==> config.mk <==
export PLATFORM = sky130hd
export DESIGN_NAME = lge_ctrl
export DESIGN_NICKNAME = d
export VERILOG_FILES = /design/src/hdl/lge_pkg.sv /design/src/hdl/lge_ctrl.sv
export VERILOG_INCLUDE_DIRS = /design/src /design/src/hdl
export SDC_FILE = /design/constraint.sdc
export NUM_CORES = 1
export LEC_CHECK = 0
export BUFFER_PORTS_ARGS = -buffer_cell sky130_fd_sc_hd__buf_2
export CAP_MARGIN = 20
export CORE_AREA = 2 2 39 41
export DETAILED_ROUTE_END_ITERATION = 6
export DIE_AREA = 0 0 41 43
export GPL_ROUTABILITY_DRIVEN = 0
export PLACE_DENSITY = 0.45
export SLEW_MARGIN = 20
export SYNTH_ARGS = -nofsm -noshare
export SYNTH_HDL_FRONTEND = slang
export SYNTH_SLANG_ARGS = --single-unit
==> constraint.sdc <==
create_clock -name clk -period 2.25 [get_ports clk]
set_input_delay 0.5625 -clock clk [delete_from_list [all_inputs] [get_ports clk]]
set_output_delay 0.5625 -clock clk [all_outputs]
set_load 0.1 [all_outputs]
==> src/hdl/life_grid_generation_engine_core_macros.svh <==
// Assertion macros used by the life grid engine sequencer (lge_ctrl).
`ifndef LIFE_GRID_GENERATION_ENGINE_CORE_MACROS_SVH
`define LIFE_GRID_GENERATION_ENGINE_CORE_MACROS_SVH
`ifndef SYNTH
`define LGE_ASSERT_IMP(lbl, ante, cons) \
  lbl: assert property (@(posedge clk) disable iff (rst) (ante) |-> (cons)) \
    else $error("assertion failed");
`define LGE_ASSERT_NXT(lbl, ante, cons) \
  lbl: assert property (@(posedge clk) disable iff (rst) (ante) |=> (cons)) \
    else $error("assertion failed");
`else
`define LGE_ASSERT_IMP(lbl, ante, cons)
`define LGE_ASSERT_NXT(lbl, ante, cons)
`endif
`endif

==> src/hdl/lge_pkg.sv <==
// Types and constants shared by the life grid engine modules.
`timescale 1ns / 1ps
package lge_pkg;

  localparam int FIELD_W = 6;

  typedef enum logic [1:0] {
    OP_WRITE = 2'd0,
    OP_READ  = 2'd1,
    OP_STEP  = 2'd2
  } op_t;

  typedef enum logic [1:0] {
    RA_ITEM,
    RA_ZERO,
    RA_ONE,
    RA_AHEAD
  } rd_sel_t;

  typedef struct packed {
    logic    latch;
    logic    rd_en;
    rd_sel_t rd_sel;
    logic    wr_item;
    logic    wr_sweep;
    logic    sweep_start;
    logic    sweep_adv;
    logic    out_load;
  } cmd_t;

  typedef struct packed {
    logic [1:0] op;
    logic       in_grid;
    logic       sweep_last;
    logic       ahead_ok;
    logic       out_free;
  } sts_t;

endpackage

==> src/hdl/lge_ctrl.sv <==
// Command sequencer for the life grid engine.
`timescale 1ns / 1ps
`include "life_grid_generation_engine_core_macros.svh"
module lge_ctrl (
  input  logic          clk,
  input  logic          rst,
  input  logic          in_valid,
  output logic          in_stall,
  input  lge_pkg::sts_t sts,
  output lge_pkg::cmd_t cmd
);

  typedef enum logic [2:0] {
    IDLE,
    DECODE,
    WR_MOD,
    ST_LOAD,
    ST_RUN,
    RESP
  } state_t;

  state_t state, state_next;

  always_ff @(posedge clk) begin
    if (rst) begin
      state <= IDLE;
    end else begin
      state <= state_next;
    end
  end

  assign in_stall = (state != IDLE);

  always_comb begin
    state_next = state;
    cmd        = '0;
    cmd.rd_sel = lge_pkg::RA_ITEM;
    unique case (state)
      IDLE: begin
        if (in_valid) begin
          cmd.latch  = 1'b1;
          state_next = DECODE;
        end
      end
      DECODE: begin
        unique case (sts.op)
          lge_pkg::OP_WRITE: begin
            cmd.rd_en  = sts.in_grid;
            state_next = sts.in_grid ? WR_MOD : RESP;
          end
          lge_pkg::OP_READ: begin
            cmd.rd_en  = sts.in_grid;
            state_next = RESP;
          end
          lge_pkg::OP_STEP: begin
            cmd.rd_en  = 1'b1;
            cmd.rd_sel = lge_pkg::RA_ZERO;
            state_next = ST_LOAD;
          end
          default: state_next = RESP;
        endcase
      end
      WR_MOD: begin
        cmd.wr_item = 1'b1;
        state_next  = RESP;
      end
      ST_LOAD: begin
        cmd.rd_en       = 1'b1;
        cmd.rd_sel      = lge_pkg::RA_ONE;
        cmd.sweep_start = 1'b1;
        state_next      = ST_RUN;
      end
      ST_RUN: begin
        cmd.wr_sweep  = 1'b1;
        cmd.sweep_adv = 1'b1;
        cmd.rd_en     = sts.ahead_ok;
        cmd.rd_sel    = lge_pkg::RA_AHEAD;
        if (sts.sweep_last) begin
          state_next = RESP;
        end
      end
      RESP: begin
        if (sts.out_free) begin
          cmd.out_load = 1'b1;
          state_next   = IDLE;
        end
      end
      default: state_next = IDLE;
    endcase
  end

  `LGE_ASSERT_NXT(a_accept_decode, in_valid && !in_stall, state == DECODE)
  `LGE_ASSERT_IMP(a_load_free, cmd.out_load, sts.out_free)
  `LGE_ASSERT_NXT(a_sweep_end, state == ST_RUN && sts.sweep_last, state == RESP)
  `LGE_ASSERT_IMP(a_no_write_idle, state == IDLE, !cmd.wr_item && !cmd.wr_sweep)

endmodule

# == Word-level counts from Yosys, hierarchy flattened ==
# Index checks and enable logic that the tools add are counted.
# classes
n_eq_ne,10
muxes,16
reduce_logical,5
# ops
operator,n
3-bit case mux with 6 select lines,1
3-bit two-way mux,4
3-bit case mux with 3 select lines,1
1-bit two-way mux,8
"3-bit by 2-bit equality test with 1-bit output, second input constant",2
"3-bit equality test, second input constant",2
"2-bit != test, second input constant",3
3-bit case mux with 2 select lines,1
"3-bit by 1-bit equality test with 1-bit output, second input constant",1
3-bit zero test,1
3-bit AND reduction,1
3-bit nonzero test,1
"2-bit by 1-bit equality test with 1-bit output, second input constant",1
"2-bit equality test, second input constant",1
2-bit zero test,1
1-bit case mux with 2 select lines,1
2-bit OR reduction,1
# totals
input_bits,9
output_inout_bits,10
regBits,3
wordCells,32

# == Logic depth before layout (Yosys ltp) ==
# Gate-level depths: netlist (run 1).
# logic_depth
word_depth,4
mapped_depth,4
depth_no_buf,3

# == Worst setup path after synthesis (run 1) ==
# OpenSTA, ideal clock, no wires.
# synth_timing
kind,input port to output port
from,input port sts[1] in the netlist's numbering
to,output port cmd[7] in the netlist's numbering
t_arrival_ns,2.733
path_buffers,0
cell_stages,2
setup_slack_ns,-1.045
required_time_ns,1.688
path_cell_list,nand3_1 -> o21ai_0
# synth_lines
element,line_no,rtl
from (decl),lge_ctrl.sv:9,"input lge_pkg::sts_t sts,"
to (decl),lge_ctrl.sv:10,output lge_pkg::cmd_t cmd

==> results of run 1 <==
## layer usage
layer / routed length [um] / up-vias / part of all wire / global-route usage
li1: - / 171 / - / -
met1: 353 / 148 / 0.48 / 0.121
met2: 335 / 11 / 0.46 / 0.125
met3: 38 / 0 / 0.052 / 0.0471
met4: 0 / 0 / 0 / 0.0800
met5: 0 / - / 0 / 0
## layout make-up
class | count | area [um^2] | area share
Sequential cell | 3 | 61.3 | 0.135
Multi-Input combinational cell | 28 | 204 | 0.450
Inverter | 3 | 11.3 | 0.0249
Clock buffer | 4 | 26.3 | 0.0580
Tap cell | 16 | 20.0 | 0.0442
Timing Repair Buffer | 19 | 130 | 0.287
## worst paths after layout
check / cells after the start / endpoint / slack, ns / startpoint
max reg2reg: 3 / state[2] / 1.12 / state[1]
min: 2 / state[1] / 0.52 / rst
max: 3 / cmd[4] / 0.11 / state[1]
min reg2reg: 2 / state[1] / 0.61 / state[0]
## where the power goes
part           internal [W]  switching [W]
Clock             0.0000666      0.0000302
Combinational     0.0000664       0.000193
Sequential        0.0000599      0.0000149
## cell families (layout without fill, tap and decap cells)
logic type	after synthesis	in the layout	share of synthesized area
simple gates	18	18	0.367
compound gates	9	9	0.232
buf+inv	7	26	0.165
flops	3	3	0.203
mux	1	1	0.0338
## through the flow
stage | power [W] | setup TNS (ns) | hold slack, ns
finish | 0.000431 | 0 | 0.523
global route | 0.000455 | 0 | 0.522
global placement | 0.000335 | 0 | 0.611
detailed placement | 0.000335 | 0 | 0.614
CTS | 0.000435 | 0 | 0.517
floorplan | 0.000292 | -0.375 | 0.605
## placed cells by master, fill, tap and decap left out, types with 2 or more instances in the layout
| master | synthesis | layout |
|---|---|---|
| nor2b_1 | 3 | 3 |
| inv_1 | 3 | 3 |
| a21oi_1 | 2 | 2 |
| and3_1 | 2 | 2 |
| nor2_1 | 4 | 3 |
| dfxtp_1 | 3 | 2 |
| buf_12 | 0 | 2 |
| buf_2 | 0 | 15 |
| clkbuf_4 | 0 | 4 |
## worst max-delay path: stages (launching register included)
cell	delay [ns]
dfxtp_1	0.56
inv_1	0.18
nor3_2	0.16
buf_2	0.44
==> run metrics, run 1 <==
outcome=completed; first-pass GRT wire length=1.12 mm; initial antenna violation count=0; total grt overflow=0; largest fanout on the critical path=10; WS Path Type=reg -> out; post-detailed-route count of antenna-violating nets=0; TritonCTS Sinks=3; Post-synth top cells=4 x nor2_1, 3 x dfxtp_1, 3 x inv_1, 3 x nor2b_1; unrepaired setup endpoints after global routing=false; drt wl/cell=9.97 um; Worst Skew=0.00154 ns; final instance area=453 um^2; Worst Path Arrival=1.58 ns; initial drt markers=5; Util after Layout=0.327; Rel. slew slack=0.676; Largest regs=state x3; DP Worst Slack=0.214 ns; crit path capture type=output port; Reg clk slew, reported paths=0.04 ns; max_cap viols=0; vias in the first global route=267; total wire length=728 um; final period utilization=0.953; leak pwr=0.216 nW; synthesis-to-layout area growth=52.7%; Rows=14; io pins=19; Synth Register Bits=3; Port Buffers=18; syn nets=47; clk buf depth=2; die extent in y=43 um; PD cells=952 mW/mm^2; Mapped Avg Cell Area=7.80 um^2; vias per cell=4.52; Slew Limit Fails=0; sequential-to-total area share from yosys stat=0.203; gate count of the mapped netlist=38; CP Data Required Time=1.69 ns; total CTS buffers=3; fin cells=73; register with the most flip-flops=state; ranking of synthesized cells by area=dfxtp_1 20%, buf_6 7.6%, nor2b_1 6.3%; max reg flops=3; nets=67; Synth area leader=dfxtp_1; setup violators final=0; Die Footprint=0.00176 mm^2; slew at the pin with the worst max-slew slack=0.489 ns; Post-synth EDFFs=0; clk_lat worst skew=0.23 ns; CP Launch Type=flop; FILL cells=160; Post-DP Area=424 um^2; CTS tree=done; vias=330; gr usage total=0.0992; post-CTS sizing=0; hpwl dp=564 um; final setup margin=0.106 ns; Max VDD drop=0.000573 V; min-delay worst type=in -> reg; placed cells=69; most common cell in the netlist=nor2_1; library cells used by synthesis=24; H-Tree Depth=1; area share of the largest cell type after synthesis=0.203; Fmax=0.466 GHz; DR DRC count=0; Final Hold Fails=0; Yosys Warn Count=0; core area=0.00138 mm^2; Hold-fix buffers, CTS=0; min Tclk post-route=2.14 ns; Main synth FF type=dfxtp_1; Clock Tree Root=clkbuf_4; largest net degree at the start of global routing=14; Post CTS Setup Buffer Count=0; Mapped Area=297 um^2; drt first pass iters=3; share of cells above drive strength 1=0.526; initial core utilization=0.214; Post-synth ARST share=0; ant diodes=0; width of the die=41 um
Power figures use the tool's default switching activity.
==> inputs of run 2 (changes only) <==
CTS_BUF_LIST = sky130_fd_sc_hd__clkbuf_16   (was unset)
HOLD_SLACK_MARGIN = 0.02   (was unset)
==> run 2 against run 1 <==
Hold slack improved by 0.017 ns; global-route usage rose by 0.80 points; die area unchanged; final cell count unchanged; clock skew fell by 0.00096 ns; design area grew 12%; non-clock buffer count unchanged; sequential power about the same; critical endpoint unchanged.
==> run metrics, run 2 (synthesized netlist as in run 1, its figures left out) <==
gr usage total=0.107 (+0.00802); Worst Skew=0.000577 ns (-0.000959 ns); CP peak stage delay=0.56 ns (about the same); final period utilization=0.952 (about the same); nets=67 (unchanged); Reg clk slew, reported paths=0.03 ns (about the same); Largest regs=state x3; commonest non-fill, non-tap cell in the layout=buf_2; CP Data Required Time=1.69 ns (about the same); die extent in y=43 um (unchanged); Fmax=0.467 GHz (about the same); clk_lat worst skew=0.22 ns (about the same); core area=0.00138 mm^2 (unchanged); drt wl/cell=10.9 um (+9.1%); slew at the pin with the worst max-slew slack=0.489 ns (+0.00000834 ns); min-delay worst type=in -> reg; total wire length=794 um (+9.1%); first-pass GRT wire length=1.23 mm (+9.9%); total grt overflow=0 (unchanged); Worst Path Arrival=1.58 ns (about the same); fin cells=73 (unchanged); vias=337 (+2.1%); share of cells above drive strength 1=0.526 (unchanged); H-Tree Depth=1 (unchanged); Final Hold Fails=0 (unchanged); hpwl dp=564 um (unchanged); commonest cells after routing, fill and taps aside=15 x buf_2, 4 x inv_1, 3 x nor2b_1, 3 x nor2_1, 3 x clkbuf_16; largest net degree at the start of global routing=14 (unchanged); crit path capture type=output port; TritonCTS Sinks=3 (unchanged); setup violators final=0 (unchanged); clk buf depth=2 (unchanged); vias in the first global route=283 (+6.0%); vias per cell=4.62 (+2.1%); leak pwr=0.243 nW (+13%); initial antenna violation count=0 (unchanged); ant diodes=0 (unchanged); placed cells=69 (unchanged); max_cap viols=0 (unchanged); unrepaired setup endpoints after global routing=false; drt first pass iters=3 (unchanged); max reg flops=3 (unchanged); io pins=19 (unchanged); Hold-fix buffers, CTS=0 (unchanged); width of the die=41 um (unchanged); CTS tree=done; CP Launch Type=flop; Rows=14 (unchanged); post-detailed-route count of antenna-violating nets=0 (unchanged); Worst path slowest cell=dfxtp_1; synthesis-to-layout area growth=70.5%; Rel. slew slack=0.676 (about the same); Clock Tree Root=clkbuf_16; total CTS buffers=3 (unchanged); initial core utilization=0.214 (unchanged); Tot Pwr=0.000613 W (+42%); Die Footprint=0.00176 mm^2 (unchanged); WS Path Type=reg -> out; PD cells=1210 mW/mm^2 (+27%); Port Buffers=18 (unchanged); Max VDD drop=0.000673 V (+18%); CP Cell Sequence=inv_1 -> nor3_2 -> buf_2; initial drt markers=3 (-2); Slew Limit Fails=0 (unchanged); DR DRC count=0 (unchanged); outcome=completed; register with the most flip-flops=state; min Tclk post-route=2.14 ns (-0.00193 ns); largest fanout on the critical path=10 (unchanged)
run 2: cell count changes in the layout (fill, tap and decap cells not counted):
| cell | delta |
|---|---|
| clkbuf_16 | +3 |
| clkbuf_4 | -3 |
| clkbuf_1 | -1 |
| inv_1 | +1 |
run 2: area by class of cell:
class,instances,area (um^2)
tap,16,20.0
sequential,3,61.3
multi-input combinational,28,204
timing repair buffer,19,130
fill,151,878
clock inverter,1,3.75
inverter,3,11.3
clock buffer,3,75.1
run 2: timing repair:
item,in CTS,in global routing
gates resized for setup,0,1
buffers inserted,0,0
endpoints found under the setup margin,0,1
run 2: worst paths after layout:
path              slack [ns]       end  depth (start not counted)      from
setup / recovery        0.11    cmd[4]                          3  state[1]
hold / removal          0.54  state[1]                          2       rst
setup reg to reg        1.11  state[2]                          3  state[1]
hold reg to reg         0.61  state[1]                          2  state[0]
run 2: worst max-delay path, delay by kind of cell, from the launching register on:
kind | cells | cell delay [ns]
buffers and inverters | 2 | 0.62
flip-flops | 1 | 0.56
AND/OR/NAND/NOR | 1 | 0.17
run 2: layer usage:
metal  track usage  wire [um]
met1         0.125        357
met2         0.147        398
met3        0.0471         38
met4        0.0800          0
met5             0          0
run 2: where the power goes:
part	internal, W	switching [W]	total (W)	leakage [nW]
clock	0.000229	0.0000480	0.000277	0.0423
combinational	0.0000664	0.000194	0.000261	0.176
sequential	0.0000600	0.0000147	0.0000747	0.0250
run 2: metrics by stage:
step           TNS, ns  hold WS, ns  setup slack, ns  utilization  cell area (um^2)
5_1_grt              0        0.551           0.0129        0.365               505
3_5_place_dp         0        0.614            0.214        0.307               424
3_3_place_gp         0        0.611            0.250        0.307               424
2_1_floorplan   -0.375        0.605           -0.292            -               322
4_1_cts              0        0.540            0.104        0.363               503
6_report             0        0.540            0.108        0.365               505
